==> src/ffra_ram.sv <==
module ffra_ram #(
  parameter int WIDTH = 8,
  parameter int DEPTH = 16
) (
  input  logic                     clk_i,
  input  logic                     we_i,
  input  logic [$clog2(DEPTH)-1:0] waddr_i,
  input  logic [WIDTH-1:0]         wdata_i,
  input  logic [$clog2(DEPTH)-1:0] raddr_i,
  output logic [WIDTH-1:0]         rdata_o
);

  logic [WIDTH-1:0] mem_q [DEPTH];
  logic [WIDTH-1:0] rdata_q;

  always_ff @(posedge clk_i) begin
    if (we_i) begin
      mem_q[waddr_i] <= wdata_i;
    end
    rdata_q <= mem_q[raddr_i];
  end

  assign rdata_o = rdata_q;

endmodule

==> config.mk <==
export PLATFORM = sky130hd
export DESIGN_NAME = ffra_ram
export DESIGN_NICKNAME = d
export VERILOG_FILES = /design/src/ffra_ram.sv
export SDC_FILE = /design/constraint.sdc
export NUM_CORES = 1
export LEC_CHECK = 0
export BUFFER_PORTS_ARGS = -buffer_cell sky130_fd_sc_hd__buf_2
export CAP_MARGIN = 30
export CORE_AREA = 2 2 131 95
export CTS_CLUSTER_DIAMETER = 200
export DETAILED_ROUTE_END_ITERATION = 6
export DIE_AREA = 0 0 133 97
export PLACE_DENSITY = 0.69
export SYNTH_ARGS = -nofsm -noshare
export SYNTH_HDL_FRONTEND = slang
export SYNTH_SLANG_ARGS = --single-unit
==> constraint.sdc <==
create_clock -name clk_i -period 2.1 [get_ports clk_i]
set_input_delay 0.315 -clock clk_i [delete_from_list [all_inputs] [get_ports clk_i]]
set_output_delay 0.315 -clock clk_i [all_outputs]
set_load 0.02 [all_outputs]
==> metrics.csv <==
stage,metric,value,unit
timing,unrepaired setup endpoints after global routing,no,
critical_path,Crit Path Max Fanout,17,
synth,share of the synthesized area in the top cell type,74.7,%
timing,setup TNS,0,ps
flow_run,MaxCap Viol Count,0,
finish,Final Util,53.2,%
power_and_ir_drop,Max VDD drop,0.000897,V
synth,Syn Area/Cell,22.5,µm²
finish,antenna diode count,0,
critical_path,critical path class,input pin to flop,
die,Die Y,97,µm
grt,number of global-route vias before repair,2560,
detailed_routing,initial drt markers,205,
timing,minimum clock period,1400,ps
critical_path,r2r startpoint,mem_q[1][3],
critical_path,crit-path max cell delay,630,ps
timing,Worst Skew,5.49,ps
clocking,Worst-path clk slew,60,ps
critical_path,Worst R2R Setup Slack,750,ps
clocking,clk sink count,136,
synth,library cells used by synthesis,19,
placed_design,post-DP HPWL,6.52,mm
power_and_ir_drop,NetSw,1230,µW
clocking,clock latency on the worst-skew pair,410,ps
synth,Syn Std Cell Area,5150,µm²
finish,fraction of layout cells with a size suffix above 1,30.1,%
clocking,CTS tree,yes,
critical_path,Worst Setup Start Kind,input pin,
detailed_routing,Routed WL,10.1,mm
power_and_ir_drop,logic gate share of total power,4.9,%
detailed_routing,Via Count,2483,
clocking,CTS Buf Count,17,
timing,fin. max-slew vios,0,
grt,M1 GR Usage,26.1,%
detailed_routing,WL/cell,22.2,µm
grt,number of antenna violations at the first check in global routing,0,
grt,GR peak layer,met1,
clocking,CTS root buffer,clkbuf_16,
grt,GRT Total Usage,16.9,%
clocking,hold bufs inserted after CTS,0,
clocking,# Post-CTS Setup Buffers,0,
finish,FF+latch area,4000,µm²
timing,worst-margin pin slew,642,ps
finish,fillers,910,
clocking,# resized after CTS,0,
hold_path,Hold Path Stages,1,
grt,met3 usage,6.60,%
grt,pin count of the biggest net entering global routing,28,
finish,"commonest non-fill, non-tap cell in the layout",edfxtp_1,
clocking,H-tree depth,4,
die,FP Rows,33,
timing,Slew HR,57.1,%
finish,NumNets Final,301,
die,Die ar.,12900,µm²
synth,Area contributors post-synth,"edfxtp_1 75%, mux4_2 7.9%, mux4_1 7.1%, dfxtp_1 3.1%, a22oi_1 2.3%",
critical_path,Worst EP required,2400,ps
detailed_routing,DRT Pass-1 Iters,4,
power_and_ir_drop,P_int,5000,µW
critical_path,worst reg2reg path endpoint,rdata_o[3],
run_status,status,"complete, no violations",
critical_path,crit path cell chain,buf_2 -> buf_4 -> mux4_1 -> a22oi_1 -> nand2_1,
die,chip width,133,µm
placed_design,Port Buffers,25,
timing,fmax,717,MHz
power_and_ir_drop,Net Sw Frac,19.7,%
synth,syn nets,247,
timing,Final Hold Fails,0,
detailed_routing,Antenna Nets Post-Route,0,
hold_path,min-delay worst type,input pin to flop,
detailed_routing,DRC,0,
power_and_ir_drop,Clock power frac,46.0,%
power_and_ir_drop,Seq pwr share,49.1,%
timing,final setup fails,0,
critical_path,crit end category,flop,
die,CORE AREA,11500,µm²
hold_path,hold path start,wdata_i[5],
die,IO Count,26,
finish,most frequent cells in the layout,"128 x edfxtp_1, 25 x buf_2, 18 x mux4_2, 18 x buf_4, 17 x clkbuf_16",
clocking,CTS Buffer Depth,2,
timing,period utilisation layout,66.4,%
hold_path,Hold Path End,mem_q[1][5],
grt,remaining global-route overflow,0,
detailed_routing,detailed-route vias per instance,5.48,
finish,area of the multi-input gates,1060,µm²
synth,#FFs+latches synth,136,
synth,"Seq/Total Area, Yosys",77.8,%
die,Initial Util,44.7,%
finish,synth-to-layout area growth,19.0,%
grt,met2 Usage GRT,22.2,%
power_and_ir_drop,PD cells,1020,nW/µm²
critical_path,Crit-path slowest cell,mux4_1,
synth,leading area contributor after synthesis,edfxtp_1,
synth,Mapped Cells,229,
timing,setup ws final,705,ps
critical_path,crit path DAT,1690,ps
grt,first-pass GRT wire length,15.2,mm
power_and_ir_drop,Leak,0.00209,µW
critical_path,Worst R2R Path Depth,3,
placed_design,RePlAce Congestion,0.778,
synth,Ys Warns,0,
placed_design,Setup WS pre-CTS,275,ps
-- logic make-up after synthesis --
logic type / Yosys count / synth area share (%)
buffers and inverters: 10 / 1.68
DFF: 136 / 77.8
and+or+nand+nor: 35 / 3.18
muxes: 32 / 15.0
AOI/OAI and AO/OA: 16 / 2.33
-- registers in the layout, summed over array words and instances (netlist names) --
signal,count
mem_q,128
rdata_o,8
-- worst max path at each step --
stage	from	end	slack (ps)	depth (start not counted)
after floorplan	waddr_i[2]	mem_q[0][0]	290	2
after global placement	raddr_i[0]	rdata_o[3]	280	5
after detailed placement	raddr_i[0]	rdata_o[3]	280	5
after CTS	raddr_i[0]	rdata_o[3]	710	5
after global routing	raddr_i[0]	rdata_o[3]	670	5
final	raddr_i[0]	rdata_o[3]	700	5
-- per-layer routing --
layer | wire length [µm] | share of wire, % | vias up
li1 | - | - | 1079
met1 | 4930 | 49 | 1300
met2 | 4310 | 43 | 98
met3 | 760 | 7.5 | 6
met4 | 63 | 0.63 | 0
met5 | 0 | 0 | -
-- power by group through the flow --
stage	Combinational [µW]	Clock [µW]	Sequential (µW)
2_1_floorplan	154	0	3130
3_3_place_gp	299	0	3110
3_5_place_dp	305	0	3110
4_1_cts	306	2910	3060
5_1_grt	327	3050	3060
6_report	302	2870	3060
-- cell type report --
type                    count  share of cell area [%]
flip-flops and latches    136                    65.3
clock buffers              20                    7.13
well taps                 157                    3.21
repair buffers             45                    4.90
clock inverters            12                    2.16
multi-input cells          83                    17.3
-- per-stage QoR --
stage	instances	total power (µW)	cell area, µm²	hold WS [ps]
after floorplan	229	3280	5150	414
after global placement	421	3410	5560	660
after detailed placement	421	3420	5560	670
after CTS	453	6280	6130	279
after global routing	453	6430	6130	281
final	453	6230	6130	294
-- critical path, delay by kind of cell --
kind / cells / cell delay [ps]
AO/OA/AOI/OAI: 1 / 250
buffers and inverters: 2 / 420
multiplexers: 1 / 630
AND/OR/NAND/NOR: 1 / 70
-- cells in the mapped netlist --
| cell | number |
|---|---|
| nor2_1 | 13 |
| buf_4 | 1 |
| mux4_2 | 18 |
| nand2_1 | 9 |
| edfxtp_1 | 128 |
| clkdlybuf4s25_2 | 3 |
| dfxtp_1 | 8 |
| and2b_1 | 1 |
| mux4_1 | 14 |
| nand3_1 | 1 |
| nand2b_1 | 2 |
| nor2b_1 | 1 |
| buf_2 | 3 |
| nor3_1 | 4 |
| nand3b_1 | 2 |
| a22oi_1 | 16 |
| and2_1 | 1 |
| or3b_2 | 1 |
| buf_6 | 3 |
Note: power is estimated with default switching activity, not from simulation.
