### src/ffra_pkg.sv
package ffra_pkg;

  localparam int POOL_DEPTH = 64;
  // Page size; must be a power of two.
  localparam int PAGE_BYTES = 4096;

  localparam int DATA_W   = 32;
  localparam int STATUS_W = 2;
  localparam int IDX_W    = $clog2(POOL_DEPTH);
  localparam int LINK_W   = $clog2(POOL_DEPTH + 1);
  localparam int STEP_W   = $clog2(POOL_DEPTH + 1);
  localparam int CFG_IDX_W = 1;

  localparam logic [DATA_W-1:0] PAGE_MASK = DATA_W'(PAGE_BYTES - 1);
  localparam logic [LINK_W-1:0] LINK_NIL  = LINK_W'(POOL_DEPTH);

  typedef enum logic [STATUS_W-1:0] {
    ST_OK       = 2'd0,
    ST_NOFIT    = 2'd1,
    ST_NODESC   = 2'd2,
    ST_NOTFOUND = 2'd3
  } status_e;

  typedef enum logic {
    OP_ALLOC = 1'b0,
    OP_FREE  = 1'b1
  } op_e;

  typedef enum logic [CFG_IDX_W-1:0] {
    CFG_RANGE_START = 1'b0,
    CFG_RANGE_END   = 1'b1
  } cfg_e;

  typedef enum logic [3:0] {
    S_IDLE,
    S_ROUND,
    S_WALK_RD,
    S_WALK_CHK,
    S_SPARE,
    S_SPLIT_B,
    S_SPLIT_W,
    S_CUR_W,
    S_FNX,
    S_FNX_MRG,
    S_FPV,
    S_FPV_MRG,
    S_FIX_RD,
    S_FIX_WR,
    S_DONE
  } state_e;

  typedef struct packed {
    logic [DATA_W-1:0] base;
    logic [DATA_W-1:0] len;
    logic [LINK_W-1:0] next;
    logic [LINK_W-1:0] prev;
  } desc_t;

  typedef struct packed {
    logic [DATA_W-1:0] a;
    logic [DATA_W-1:0] b;
    logic              sub;
  } alu_req_t;

  function automatic logic link_nil(logic [LINK_W-1:0] link);
    return link >= LINK_NIL;
  endfunction

endpackage

### src/ffra_alu.sv
module ffra_alu (
  input  ffra_pkg::alu_req_t          req_i,
  output logic [ffra_pkg::DATA_W-1:0] sum_o,
  output logic                        carry_o
);
  import ffra_pkg::*;

  logic [DATA_W-1:0] b_eff;

  // Subtract as a + ~b + 1; carry out set means no borrow (a >= b).
  assign b_eff = req_i.sub ? ~req_i.b : req_i.b;
  assign {carry_o, sum_o} = {1'b0, req_i.a} + {1'b0, b_eff} + {{DATA_W{1'b0}}, req_i.sub};

endmodule

### config.mk
export PLATFORM = sky130hd
export DESIGN_NAME = ffra_alu
export DESIGN_NICKNAME = d
export VERILOG_FILES = /design/src/ffra_pkg.sv /design/src/ffra_alu.sv
export SDC_FILE = /design/constraint.sdc
export NUM_CORES = 1
export LEC_CHECK = 0
export ABC_AREA = 1
export BUFFER_PORTS_ARGS = -buffer_cell sky130_fd_sc_hd__buf_2
export CAP_MARGIN = 20
export CORE_UTILIZATION = 45
export DETAILED_ROUTE_END_ITERATION = 16
export PLACE_DENSITY = 0.79
export SLEW_MARGIN = 20
export SYNTH_ARGS = -nofsm -noshare
export SYNTH_HDL_FRONTEND = slang
export SYNTH_SLANG_ARGS = --single-unit
### constraint.sdc
create_clock -name vclk -period 3.5
set_input_delay 0.35 -clock vclk [all_inputs]
set_output_delay 0.35 -clock vclk [all_outputs]
set_load 0.005 [all_outputs]
==> reports/results.tsv <==
stage	metric	value	unit
final_layout	seq_area	0	sq um
synth	netlist_top_cells_area	nand2_1, ha_1, xor2_1	
sta	tns	0	ps
final_layout	synthToLayoutAreaGrowth	21.9	%
critical_path	cpPeakStageDelay	320	ps
critical_path	crit_buf_inv	3	
critical_path	critPathArrivalTime	2400	ps
routing	drt-vias-per-instance	5.03	
sta	finalSetupViolCount	0	
global_routing	grt_max_degree	17	
critical_path	cp_slowest_cell	ha_1	
final_layout	fill_cells	594	
floorplanning	die_h	78.2	um
sta	drv_slew	0	
sta	post-route-min-period	2750	ps
sta	finalCritPeriodShare	78.6	%
critical_path	crit_path_start	req_i[0]	
critical_path	cp_common_cell	nand2_1	
worst_hold_path	hold_depth	3	
sta	fmax	363	MHz
final_layout	clkbuf_count	0	
place	gp_congestion	1.00	
floorplanning	design.portCount	98	
synth	syn-num-nets	584	
routing	finalWirelength	7830	um
routing	vias	3281	
global_routing	antenna_found_initial	0	
global_routing	grt_pass1_wl	13100	um
floorplanning	initial_utilization	47.2	%
sta	hold_violations	0	
critical_path	cp-start-kind	input port	
critical_path	cp_top_family	simple AND/OR/NAND/NOR gates	
critical_path	cp.required	3150	ps
synth	synth_top_area_share	22.8	%
synth	yosysUniqueCellTypes	27	
routing	routedWlPerCell	12.0	um
power	power_per_cell_area	253	nW/um^2
power	p_leak	2.01	nW
final_layout	drive_above_1_share	23.3	%
floorplanning	die_w	78.2	um
synth	synth_seq_area_share	0	%
synth	yosys_warnings	0	
global_routing	grt_usage	25.9	%
synth	netlist_area	2620	sq um
routing	antenna_left	0	
flow_run	max_cap_violations	0	
synth	yosysTopAreaCell	nand2_1	
critical_path	cp-end-kind	output port	
floorplanning	rows	27	
final_layout	design.seq.count	0	
critical_path	crit_chain	buf_2 > buf_4 > xor2_1 > ha_1 > a21oi_1 > and2_4 > nor2_1 > nor2_1 > nand2_2 > nand2_1 > nand2_1 > nand2_1 > nand2_1 > buf_2	
cts	cts-resized-gates	0	
place	hpwl	6940	um
final_layout	nets	682	
power	p_total	806	uW
sta	max-slew-margin-rel	76.5	%
routing	remaining_drc_errors	0	
routing	drtIter0Drc	217	
critical_path	cp_num_cells	14	
global_routing	grt_pass1_vias	3049	
worst_hold_path	min_path_type	in2out	
critical_path	worstSetupEndpoint	sum_o[31]	
cts	postCtsSetupRepairBufs	0	
outcome	status	finished clean	
sta	worstMarginPinSlew	348	ps
critical_path	crit_path_max_fanout	16	
critical_path	criticalPathCategory	in2out	
synth	avgSynthCellArea	5.40	sq um
power	ir_drop	0.0941	mV
floorplanning	die-area	6120	sq um
cts	cts_hold_buf	0	
sta	rsz0062_at_grt	no	
final_layout	diodes	0	
place	io_buffers	98	
global_routing	grt-ovfl-total	0	
synth	syn_inst	484	
floorplanning	core-area	5540	sq um
routing	dr.pass1.iters	5	
[cell usage in the layout, fill, tap and decap left out, drive strengths merged, types with 2 or more instances in the layout]
cell type and count:
xor2 44, o21ai 19, xnor2 3, buf 100, inv 90, o21bai 4, nor2 43, nand2 174
a21oi 34, nor3 7, and2 2, nand3 23, ha 34
[cell type report]
class                      instances  area [sq um]  area share (%)
timing repair buffer             100           505            15.9
multi-input combinational        390          2250            70.7
tap                               72          90.1            2.83
inverter                          90           338            10.6
[stage by stage]
step	hold slack, ps	cell area, sq um	setup slack, ps	util [%]	instances
finish	971	3190	748	57.5	652
global route	984	3190	621	57.5	652
CTS	970	3190	786	57.5	652
detailed placement	969	3190	786	57.5	652
global placement	965	3190	854	57.5	652
floorplan	751	2620	1190	-	484
[routing by layer]
metal	up-vias	track usage [%]	wire length, um
met4	0	4.81	106
met1	1443	37.1	3670
li1	1688	-	-
met2	138	42.8	3510
met3	12	1.40	550
met5	-	0	0
[power breakdown]
part / internal [mW] / switching (mW) / total [mW] / leakage [nW]
clock network: 0 / 0 / 0 / 0
registers: 0 / 0 / 0 / 0
logic: 0.321 / 0.484 / 0.806 / 2.01
total: 0.321 / 0.484 / 0.806 / 2.01
[tightest hold or removal path, stage by stage]
cell and delay [ps]:
buf_2 90, xor2_1 60, buf_2 120
[kinds of logic after synthesis]
| kind of cell | after synthesis | share of synthesized area (%) |
|---|---|---|
| and+or+nand+nor | 251 | 41.4 |
| xor gates and xnor gates | 47 | 15.7 |
| buffers and inverters | 94 | 13.8 |
| AOI/OAI and AO/OA | 57 | 12.0 |
| adders and majority gates | 35 | 17.0 |
[cells in the mapped netlist]
| cell | count |
|---|---|
| nand2_1 | 159 |
| inv_1 | 84 |
| xor2_1 | 44 |
| nor2_1 | 42 |
| ha_1 | 34 |
| a21oi_1 | 30 |
| nand3_1 | 19 |
| nand2_2 | 12 |
| o21ai_1 | 10 |
| o21ai_0 | 8 |
| inv_2 | 6 |
| nor3_1 | 5 |
| a21oi_2 | 4 |
| nand3_2 | 4 |
| o21bai_1 | 4 |
| buf_2 | 3 |
| nand2_4 | 3 |
| xnor2_1 | 3 |
| nor3_2 | 2 |
| and2_1 | 1 |
| and2_4 | 1 |
| buf_4 | 1 |
| fa_1 | 1 |
| nand4_1 | 1 |
| nor2_2 | 1 |
| nor4_2 | 1 |
| o21ai_2 | 1 |
[worst min path at each step]
stage / endpoint / slack [ps] / from
2_1_floorplan: sum_o[0] / 750 / req_i[1]
3_3_place_gp: sum_o[0] / 960 / req_i[33]
3_5_place_dp: sum_o[0] / 970 / req_i[33]
4_1_cts: sum_o[0] / 970 / req_i[33]
5_1_grt: sum_o[0] / 980 / req_i[33]
6_report: sum_o[0] / 970 / req_i[33]
(Power assumes the default switching activity.)
